[src/design/bsp_pkg.sv]
// Shared types, codes and sizes of the batch size padding policy block.
package bsp_pkg;

    localparam int MAX_SIZES = 8;
    localparam int SIZE_BITS = 16;
    localparam int COST_BITS = 32;
    localparam int IDX_W     = (MAX_SIZES > 1) ? $clog2(MAX_SIZES) : 1;
    localparam int PROD_BITS = COST_BITS + SIZE_BITS;

    localparam int CMD_W     = 2;
    localparam int SLOT_W    = 3;
    localparam int VALUE_W   = 32;
    localparam int COUNT_W   = 4;
    localparam int MODE_W    = 2;
    localparam int OUTCOME_W = 2;
    localparam int CFG_IDX_W = 2;
    localparam int CFG_W     = 4;

    localparam logic [CMD_W-1:0] CMD_DECIDE     = 2'd0;
    localparam logic [CMD_W-1:0] CMD_WRITE_SIZE = 2'd1;
    localparam logic [CMD_W-1:0] CMD_WRITE_COST = 2'd2;

    localparam logic [MODE_W-1:0] MODE_PAD_UP     = 2'd0;
    localparam logic [MODE_W-1:0] MODE_BATCH_DOWN = 2'd1;
    localparam logic [MODE_W-1:0] MODE_MIN_COST   = 2'd2;
    localparam logic [MODE_W-1:0] MODE_UNSUP      = 2'd3;

    localparam logic [OUTCOME_W-1:0] OUT_ACK        = 2'd0;
    localparam logic [OUTCOME_W-1:0] OUT_KEEP       = 2'd1;
    localparam logic [OUTCOME_W-1:0] OUT_DOWN       = 2'd2;
    localparam logic [OUTCOME_W-1:0] OUT_UP_CHEAPER = 2'd3;

    localparam logic [CFG_IDX_W-1:0] REG_POLICY_MODE   = 2'd0;
    localparam logic [CFG_IDX_W-1:0] REG_PADDING_OFF   = 2'd1;
    localparam logic [CFG_IDX_W-1:0] REG_SIZE_COUNT    = 2'd2;
    localparam logic [CFG_IDX_W-1:0] REG_STATS_PRESENT = 2'd3;

    typedef struct packed {
        logic [CMD_W-1:0]   cmd;
        logic [15:0]        cand_size;
        logic [SLOT_W-1:0]  slot;
        logic [VALUE_W-1:0] value;
        logic               cost_known;
    } t_in_req;

    typedef struct packed {
        logic [15:0]          chosen_size;
        logic [OUTCOME_W-1:0] outcome;
        logic                 above_largest;
    } t_out_res;

    // Search probe walking the cell row.
    typedef struct packed {
        logic [SIZE_BITS-1:0] cand;
        logic                 up_found;
        logic [SIZE_BITS-1:0] up_size;
        logic [COST_BITS-1:0] up_cost;
        logic                 up_cv;
        logic                 dn_found;
        logic [SIZE_BITS-1:0] dn_size;
        logic [COST_BITS-1:0] dn_cost;
        logic                 dn_cv;
    } t_probe;

    typedef enum logic [2:0] {
        ST_IDLE,
        ST_SCAN,
        ST_MUL,
        ST_CMP,
        ST_HOLD
    } t_state;

endpackage

[src/design/batch_size_padding_policy.sv]
// Top level: config registers, request control, cell row and output register.
//
//  channel | direction | handshake            | payload
//  in      | request   | i_in_valid/o_in_stall | i_in_data  (t_in_req)
//  out     | result    | o_out_valid/i_out_stall | o_out_data (t_out_res)
//  cfg     | write     | i_cfg_we             | i_cfg_index, i_cfg_data
//
// A decide request that reaches the table walks the probe through the cell row one
// cell a cycle, then passes the multiply, compare and hold states into the output
// register. Writes and early keeps go from idle straight to the hold state. One
// request is in work at a time.
// Reset is synchronous, active low; it clears control, config and cost valid bits.
// A stalled result waits in the output register while the next request is taken.
module batch_size_padding_policy (
    input  logic                  i_clk,
    input  logic                  i_rst_n,
    input  logic                  i_in_valid,
    output logic                  o_in_stall,
    input  bsp_pkg::t_in_req      i_in_data,
    output logic                  o_out_valid,
    input  logic                  i_out_stall,
    output bsp_pkg::t_out_res     o_out_data,
    input  logic                  i_cfg_we,
    input  logic [1:0]            i_cfg_index,
    input  logic [3:0]            i_cfg_data
);
    import bsp_pkg::*;

    logic [MODE_W-1:0]  r_mode;
    logic               r_padding_off;
    logic [COUNT_W-1:0] r_size_count;
    logic               r_stats;

    t_state             r_state;
    t_state             n_state;
    logic [IDX_W-1:0]   r_cnt;
    logic [IDX_W-1:0]   n_cnt;
    t_out_res           r_res;
    t_out_res           n_res;
    logic               r_out_valid;
    t_out_res           r_out;

    logic               accept;
    logic               is_decide;
    logic               early_keep;
    logic               shift;
    logic               mul;
    logic               out_free;
    logic               load_out;
    t_probe             probe_in;
    t_probe             chain [MAX_SIZES+1];
    t_out_res           judge_res;

    assign accept     = i_in_valid && !o_in_stall;
    assign is_decide  = (i_in_data.cmd == CMD_DECIDE);
    assign early_keep = (i_in_data.cand_size == '0) || (r_mode == MODE_PAD_UP) ||
                        (r_mode == MODE_UNSUP) || (r_mode == MODE_MIN_COST && !r_stats) ||
                        r_padding_off || (r_size_count == '0);
    assign out_free   = !r_out_valid || !i_out_stall;

    // config
    always_ff @(posedge i_clk) begin
        if (!i_rst_n) begin
            r_mode        <= MODE_PAD_UP;
            r_padding_off <= 1'b0;
            r_size_count  <= '0;
            r_stats       <= 1'b0;
        end else if (i_cfg_we) begin
            unique case (i_cfg_index)
                REG_POLICY_MODE:   r_mode        <= i_cfg_data[MODE_W-1:0];
                REG_PADDING_OFF:   r_padding_off <= i_cfg_data[0];
                REG_SIZE_COUNT:    r_size_count  <= i_cfg_data[COUNT_W-1:0];
                REG_STATS_PRESENT: r_stats       <= i_cfg_data[0];
                default: ;
            endcase
        end
    end

    // next state
    always_comb begin
        n_state = r_state;
        n_cnt   = r_cnt;
        unique case (r_state)
            ST_IDLE: begin
                if (accept) begin
                    n_cnt = '0;
                    if (is_decide && !early_keep && MAX_SIZES > 1) begin
                        n_state = ST_SCAN;
                    end else if (is_decide && !early_keep) begin
                        n_state = ST_MUL;
                    end else begin
                        n_state = ST_HOLD;
                    end
                end
            end
            ST_SCAN: begin
                n_cnt = r_cnt + 1'b1;
                if (r_cnt == IDX_W'(MAX_SIZES - 2)) begin
                    n_state = ST_MUL;
                end
            end
            ST_MUL:  n_state = ST_CMP;
            ST_CMP:  n_state = ST_HOLD;
            ST_HOLD: begin
                if (out_free) begin
                    n_state = ST_IDLE;
                end
            end
            default: n_state = ST_IDLE;
        endcase
    end

    // outputs of the control
    always_comb begin
        o_in_stall = 1'b1;
        shift      = 1'b0;
        mul        = 1'b0;
        load_out   = 1'b0;
        n_res      = r_res;
        unique case (r_state)
            ST_IDLE: begin
                o_in_stall = 1'b0;
                shift      = accept;
                if (accept && !is_decide) begin
                    n_res = '{chosen_size: '0, outcome: OUT_ACK, above_largest: 1'b0};
                end else if (accept) begin
                    n_res = '{chosen_size: i_in_data.cand_size, outcome: OUT_KEEP,
                              above_largest: 1'b0};
                end
            end
            ST_SCAN: shift = 1'b1;
            ST_MUL:  mul = 1'b1;
            ST_CMP:  n_res = judge_res;
            ST_HOLD: load_out = out_free;
            default: ;
        endcase
    end

    always_ff @(posedge i_clk) begin
        if (!i_rst_n) begin
            r_state     <= ST_IDLE;
            r_cnt       <= '0;
            r_out_valid <= 1'b0;
        end else begin
            r_state <= n_state;
            r_cnt   <= n_cnt;
            if (load_out) begin
                r_out_valid <= 1'b1;
            end else if (!i_out_stall) begin
                r_out_valid <= 1'b0;
            end
        end
    end

    always_ff @(posedge i_clk) begin
        r_res <= n_res;
        if (load_out) begin
            r_out <= r_res;
        end
    end

    always_comb begin
        probe_in          = '0;
        probe_in.cand     = SIZE_BITS'(i_in_data.cand_size);
    end

    assign chain[0] = probe_in;

    for (genvar k = 0; k < MAX_SIZES; k++) begin : g_cell
        logic en;
        logic wr_hit;

        assign en     = (k < int'(r_size_count));
        assign wr_hit = accept && (int'(i_in_data.slot) == k);

        bsp_cell u_cell (
            .i_clk      (i_clk),
            .i_rst_n    (i_rst_n),
            .i_en       (en),
            .i_wr_size  (wr_hit && i_in_data.cmd == CMD_WRITE_SIZE),
            .i_wr_cost  (wr_hit && i_in_data.cmd == CMD_WRITE_COST),
            .i_wr_data  (i_in_data.value),
            .i_wr_known (i_in_data.cost_known),
            .i_shift    (shift),
            .i_probe    (chain[k]),
            .o_probe    (chain[k+1])
        );
    end

    bsp_judge u_judge (
        .i_clk   (i_clk),
        .i_mul   (mul),
        .i_mode  (r_mode),
        .i_probe (chain[MAX_SIZES]),
        .o_res   (judge_res)
    );

    assign o_out_valid = r_out_valid;
    assign o_out_data  = r_out;

endmodule

[src/design/bsp_cell.sv]
// One table cell: an allowed size, its cost, and one stage of the search probe.
module bsp_cell (
    input  logic                  i_clk,
    input  logic                  i_rst_n,
    input  logic                  i_en,
    input  logic                  i_wr_size,
    input  logic                  i_wr_cost,
    input  logic [31:0]           i_wr_data,
    input  logic                  i_wr_known,
    input  logic                  i_shift,
    input  bsp_pkg::t_probe       i_probe,
    output bsp_pkg::t_probe       o_probe
);
    import bsp_pkg::*;

    logic [SIZE_BITS-1:0] r_size;
    logic [COST_BITS-1:0] r_cost;
    logic                 r_cost_valid;
    t_probe               r_probe;
    t_probe               n_probe;
    logic                 ge;
    logic                 le;

    assign ge = i_en && (r_size >= i_probe.cand);
    assign le = i_en && (r_size <= i_probe.cand);

    // First hit from slot 0 for the up size; last hit wins for the down size.
    always_comb begin
        n_probe = i_probe;
        if (!i_probe.up_found && ge) begin
            n_probe.up_found = 1'b1;
            n_probe.up_size  = r_size;
            n_probe.up_cost  = r_cost;
            n_probe.up_cv    = r_cost_valid;
        end
        if (le) begin
            n_probe.dn_found = 1'b1;
            n_probe.dn_size  = r_size;
            n_probe.dn_cost  = r_cost;
            n_probe.dn_cv    = r_cost_valid;
        end
    end

    always_ff @(posedge i_clk) begin
        if (i_wr_size) begin
            r_size <= i_wr_data[SIZE_BITS-1:0];
        end
        if (i_wr_cost) begin
            r_cost <= i_wr_data[COST_BITS-1:0];
        end
        if (i_shift) begin
            r_probe <= n_probe;
        end
    end

    always_ff @(posedge i_clk) begin
        if (!i_rst_n) begin
            r_cost_valid <= 1'b0;
        end else if (i_wr_cost) begin
            r_cost_valid <= i_wr_known;
        end
    end

    assign o_probe = r_probe;

endmodule

[src/design/bsp_judge.sv]
// Final decision: cross-multiplied cost compare and outcome selection.
module bsp_judge (
    input  logic                  i_clk,
    input  logic                  i_mul,
    input  logic [1:0]            i_mode,
    input  bsp_pkg::t_probe       i_probe,
    output bsp_pkg::t_out_res     o_res
);
    import bsp_pkg::*;

    logic [PROD_BITS-1:0] r_prod_up;
    logic [PROD_BITS-1:0] r_prod_dn;

    // up_cost / cand < dn_cost / dn_size, cross multiplied
    always_ff @(posedge i_clk) begin
        if (i_mul) begin
            r_prod_up <= PROD_BITS'(i_probe.up_cost) * PROD_BITS'(i_probe.dn_size);
            r_prod_dn <= PROD_BITS'(i_probe.dn_cost) * PROD_BITS'(i_probe.cand);
        end
    end

    always_comb begin
        o_res.chosen_size   = 16'(i_probe.cand);
        o_res.outcome       = OUT_KEEP;
        o_res.above_largest = 1'b0;
        priority if (!i_probe.up_found) begin
            o_res.above_largest = 1'b1;
        end else if (i_probe.up_size == i_probe.cand || !i_probe.dn_found ||
                     i_probe.dn_size == i_probe.cand) begin
            o_res.outcome = OUT_KEEP;
        end else if (i_mode == MODE_MIN_COST && (!i_probe.dn_cv || !i_probe.up_cv)) begin
            o_res.outcome = OUT_KEEP;
        end else if (i_mode == MODE_MIN_COST && r_prod_up < r_prod_dn) begin
            o_res.outcome = OUT_UP_CHEAPER;
        end else begin
            o_res.chosen_size = 16'(i_probe.dn_size);
            o_res.outcome     = OUT_DOWN;
        end
    end

endmodule

[config.mk]
export PLATFORM = sky130hd
export DESIGN_NAME = batch_size_padding_policy
export DESIGN_NICKNAME = d
export VERILOG_FILES = /design/src/design/bsp_pkg.sv /design/src/design/batch_size_padding_policy.sv /design/src/design/bsp_cell.sv /design/src/design/bsp_judge.sv
export SDC_FILE = /design/constraint.sdc
export NUM_CORES = 2
export LEC_CHECK = 0
export ABC_AREA = 1
export BUFFER_PORTS_ARGS = -buffer_cell sky130_fd_sc_hd__buf_2
export CAP_MARGIN = 20
export CORE_AREA = 2 2 529 531
export CTS_CLUSTER_SIZE = 10
export DETAILED_ROUTE_END_ITERATION = 12
export DIE_AREA = 0 0 531 533
export GPL_ROUTABILITY_DRIVEN = 0
export PLACE_DENSITY_LB_ADDON = 0.3
export SLEW_MARGIN = 20
export SYNTH_ARGS = -nofsm -noshare
export SYNTH_HDL_FRONTEND = slang
export SYNTH_HIERARCHICAL = 1
export SYNTH_SLANG_ARGS = --single-unit
[constraint.sdc]
create_clock -name i_clk -period 22.3 [get_ports i_clk]
set_clock_uncertainty 0.1 [all_clocks]
set_input_delay 3.345 -clock i_clk [delete_from_list [all_inputs] [get_ports i_clk]]
set_output_delay 3.345 -clock i_clk [all_outputs]
set_load 0.02 [all_outputs]
### Yosys cells after proc, flatten, opt, wreduce, memory -nomap -nowiden

Cells that the tools add are included.

| storage, ports and cells | value |
|---|---|
| register bits after elaboration | 1469 |
| output and inout bits | 21 |
| logic and storage cells | 298 |
| input bits | 65 |

| operators by class | value |
|---|---|
| equality and inequality tests | 26 |
| magnitude comparators | 25 |
| muxes and demuxes | 40 |
| reduce and logical (&&, ||, !) cells | 93 |
| $mul | 2 |
| add/subtract/negate cells | 1 |

Operators with widths:

| cell | number |
|---|---|
| 49-bit 2-to-1 mux | 14 |
| 16-bit greater-or-equal comparator | 8 |
| 16-bit less-or-equal comparator | 8 |
| 50-bit 2-to-1 mux | 2 |
| 32-bit by 16-bit multiplier with 48-bit output | 2 |
| 1-bit logical AND | 53 |
| 48-bit less-than comparator | 1 |
| 16-bit 2-to-1 mux | 3 |
| 19-bit 2-to-1 mux | 2 |
| 19-bit case mux with 2 select lines | 1 |
| 16-bit equality test | 2 |
| 3-bit equality test (second input constant) | 6 |
| 18-bit 2-to-1 mux | 1 |
| 16-bit zero test | 1 |
| 3-bit by 4-bit less-than comparator with 1-bit output (first input constant) | 4 |
| 1-bit zero test | 15 |
| 3-bit 2-to-1 mux | 5 |
| 3-bit case mux with 5 select lines | 1 |
| 3-bit by 2-bit equality test with 1-bit output (second input constant) | 4 |
| 2-bit AND reduction | 6 |
| 2-bit equality test (second input constant) | 5 |
| 1-bit logical OR | 9 |
| 1-bit by 4-bit less-than comparator with 1-bit output (first input constant) | 2 |
| 2-bit by 4-bit less-than comparator with 1-bit output (first input constant) | 2 |
| 15 further kinds | 30 |

### Longest topological paths before layout

| logic depth | value |
|---|---|
| depth after elaboration | 11 |
| mapped depth | 28 |
| depth with buffers taken out | 26 |

### By module

The synthesis kept the hierarchy.

Modules (own cells, without submodules):

| module | times used | cells an instance | sequential area each (µm²) | area an instance (µm²) |
|---|---|---|---|---|
| bsp_cell | 8 | 573 | 4944.7 | 6829.0 |
| bsp_judge | 1 | 5273 | 2882.8 | 39613.0 |
| batch_size_padding_policy | 1 | 250 | 1441.4 | 2373.5 |

### Worst setup path after synthesis

OpenSTA, ideal clock, no wires.

| path | value |
|---|---|
| path type | input to register |
| start point | input port i_in_valid |
| end point | register g_cell[0].u_cell.r_probe (netlist bit g_cell[0].u_cell/o_probe[0]) (enable) |
| required time | 20.933 ns |
| path buffers | 0 |
| path slack | -0.590 ns |
| setup time | 1.267 ns |
| arrival | 21.523 ns |
| stages | 4 |
| path through | inv_1 -> nor2_2 -> nor2_1 -> inv_1 |

| on the way | value |
|---|---|
| word-level cells in the longest chain between the ends | 2 |

RTL lines:

| item | line | text |
|---|---|---|
| start, declared | batch_size_padding_policy.sv:17 | `input logic i_in_valid,` |
| 1-bit logical AND | batch_size_padding_policy.sv:54 | `assign accept = i_in_valid && !o_in_stall;` |
| 1-bit case mux with 2 select lines | batch_size_padding_policy.sv:120 | `unique case (r_state)` |
| net shift | batch_size_padding_policy.sv:46 | `logic shift;` |
| end signal, assigned | bsp_cell.sv:52 | `r_probe <= n_probe;` |
| end, declared | bsp_cell.sv:19 | `t_probe r_probe;` |

The timed path passes the listed nets, and every way through them passes these cells.
A chain may end at the register's enable or synchronous reset.

### Final worst setup path

| path | value |
|---|---|
| start point | input port i_in_valid |
| end point | register g_cell[3].u_cell.r_probe (netlist bit g_cell[3].u_cell/o_probe[70]) (enable) |

| on the way | value |
|---|---|
| word-level cells in the longest chain between the ends | 2 |

RTL lines:

| item | line |
|---|---|
| 1-bit logical AND | batch_size_padding_policy.sv:54 |
| 1-bit case mux with 2 select lines | batch_size_padding_policy.sv:120 |
| net shift | batch_size_padding_policy.sv:46 |
| end signal, assigned | bsp_cell.sv:52 |
| end, declared | bsp_cell.sv:19 |

The timed path passes the listed nets, and every way through them passes these cells.

==> results.md <==
* Status: finished clean
* Nets at 11400
* Crit path arrival time at 7.94 ns
* CTS root buf: clkbuf_16
* DRT Wirelength at 253 mm
* I/O pins at 86
* Startpoint types: primary input
* Final Cycle Share at 0.343
* Max transition margin at 0.233
* Min-delay src: r_res[8]$_DFFE_PP_
* Global-route wire length before repair at 398 mm
* Wirelength per Cell at 18.3 um
* ANT nets after route at 0
* Post-synthesis sequential area ratio at 0.454
* GRT overflow at 0
* Worst-path clk slew at 0.06 ns
* Synthesized cell area at 96600 um2
* First drt pass iteration count at 9
* Vias per cell at 4.79
* Worst hold path type: reg2reg
* Layout cells sized above 1 at 0.0448
* Depth of the CTS H-tree at 4
* DRC violations left at 0
* Max Cap Violations at 0
* Chip Height at 533 um
* Fillers at 27500
* CTS Buf Count at 167
* Number of port buffers at 85
* Clock latency on the worst-skew pair at 0.80 ns
* Crit path from: i_in_valid
* Fin crit period at 7.65 ns
* Vias in the first global route at 68200
* Die X at 531 um
* Post-CTS setup buffer count at 0
* Share of the core filled with cells at 0.380
* Die area at 283000 um2
* Worst Max-Slew Pin Slew at 1.15 ns
* Final setup fails at 0
* Syn_area_per_cell at 9.56 um2
* DRT iter0 DRCs at 5952
* Initial antenna violation count at 17
* Yosys warns at 6
* CTS max path bufs at 3
* Synth Instances at 10100
* Reg-to-Reg Start: g_cell[7].u_cell/o_probe[62]$_DFFE_PP_
* Commonest cells after routing, fill and taps aside: nand2_1 (3274), inv_1 (1815), edfxtp_1 (1446)
* Crit end category: flop
* Fin. max-slew vios at 0
* DPL Wire Length at 190 mm
* Resize count post-CTS at 0
* Fmax achieved at 131 MHz
* CP Data Required Time at 22.59 ns
* FP Rows at 194
* Netlist cell types at 45
* Vias at 66500
* Setup TNS at 0 ns
* RSZ-0062 raised after global routing: false
* Largest net degree at the start of global routing at 183
* Crit Path Class: in2reg
* Effective utilization at floorplan at 0.348
* Sink Count at 1469
* Area growth syn-to-layout at 9.31%
* Seq cells post-synth at 1469
* Final Hold Viols at 0
* Post-cts hold buffer count at 0
* GR Util All Layers at 0.180
* Commonest non-fill, non-tap cell in the layout: nand2_1
* Core area at 278000 um2
* Crit path max fanout at 182
* CTS tree: yes
## per-stage QoR
step	instance area, um2	std cells	hold slack, ns	setup WS, ns
after floorplan	97000	10200	0.300	4.03
after global placement	101000	13600	0.309	13.82
after detailed placement	101000	13600	0.305	13.75
after CTS	106000	13900	0.308	14.58
after global routing	106000	13900	0.337	14.25
final	106000	13900	0.309	14.65
## worst paths after layout
check / end / slack [ns] / cells after the start
max: g_cell[3].u_cell/o_probe[70]$_DFFE_PP_ / 14.65 / 10
min: o_out_data[8]$_DFFE_PP_ / 0.31 / 0
max reg2reg: u_judge/r_prod_up[33]$_DFFE_PP_ / 15.65 / 20
min reg2reg: o_out_data[8]$_DFFE_PP_ / 0.31 / 0
## flip-flops by register name, indices dropped and copies added (netlist names), 2 cells and up
name,count
u_judge/r_prod_dn,48
r_size_count,4
r_state,3
g_cell.u_cell/r_cost,256
g_cell.u_cell/r_size,128
g_cell.u_cell/r_cost_valid,8
r_res,19
g_cell.u_cell/o_probe,928
o_out_data,19
u_judge/r_prod_up,48
r_mode,2
r_cnt,3
## cell type report
cell class,count,area [um2],area share
clock buffers,237,4480,0.0425
repair buffers,197,1320,0.0125
diodes,3,7.51,0.0000711
flip-flops and latches,1469,43900,0.415
inverters,1820,6840,0.0647
well taps,3724,4660,0.0441
multi-input cells,6407,44100,0.417
clock inverters,21,370,0.00351
## routing by layer
layer,share of wire,vias up,routed length (um),GRT usage
met5,0.00021,-,54,0
met4,0.032,8,8060,0.0558
met3,0.072,471,18300,0.0305
met2,0.45,2490,113000,0.280
met1,0.45,32200,114000,0.255
li1,-,31400,-,-
## synthesized netlist by cell type (all sizes together)
cell    count  area [um2]
a21oi     212        1060
o21a        2        15.0
a21boi      5        37.5
o21ai     112         561
dfxtp      23         460
edfxtp   1446       43400
and2        3        18.8
or2         5        31.3
nor2      271        1050
and3        1        6.26
nand4      44         275
inv      1820        6830
xnor2      34         298
o211ai      2        15.0
o21bai     18         135
a211oi      1        7.51
a21o       12        90.1
fa        836       16700
a31oi       3        18.8
o22ai      16         100
clkbuf    248         932
nand2    3287       12400
buf       263        1480
nand3b      2        15.0
xor2       51         447
conb        1        3.75
o31ai       1        21.3
nand3     924        4660
nor3       37         241
nor4       10        62.6
ha        417        5220
## cell families (layout without fill, tap and decap cells)
logic type,after synthesis,in the layout,synth area share
fa+ha+maj,1253,1253,0.227
buf+inv,2331,2275,0.0956
xor+xnor,85,85,0.00771
flops,1469,1469,0.454
simple gates,4584,4584,0.194
other cells,1,104,0.0000388
compound gates,384,384,0.0213
## worst max-delay path, cell delays in order
cell and delay, ns:
buf_2 0.08, inv_1 0.10, nor2_2 0.21, nor2_1 0.12, clkinvlp_4 0.11, buf_4 0.71
buf_12 0.74, buf_4 0.84, buf_4 0.77, buf_4 0.76
Power is not shown: default switching activity piles up to over one toggle a cycle in this logic, so the estimate is an artifact.
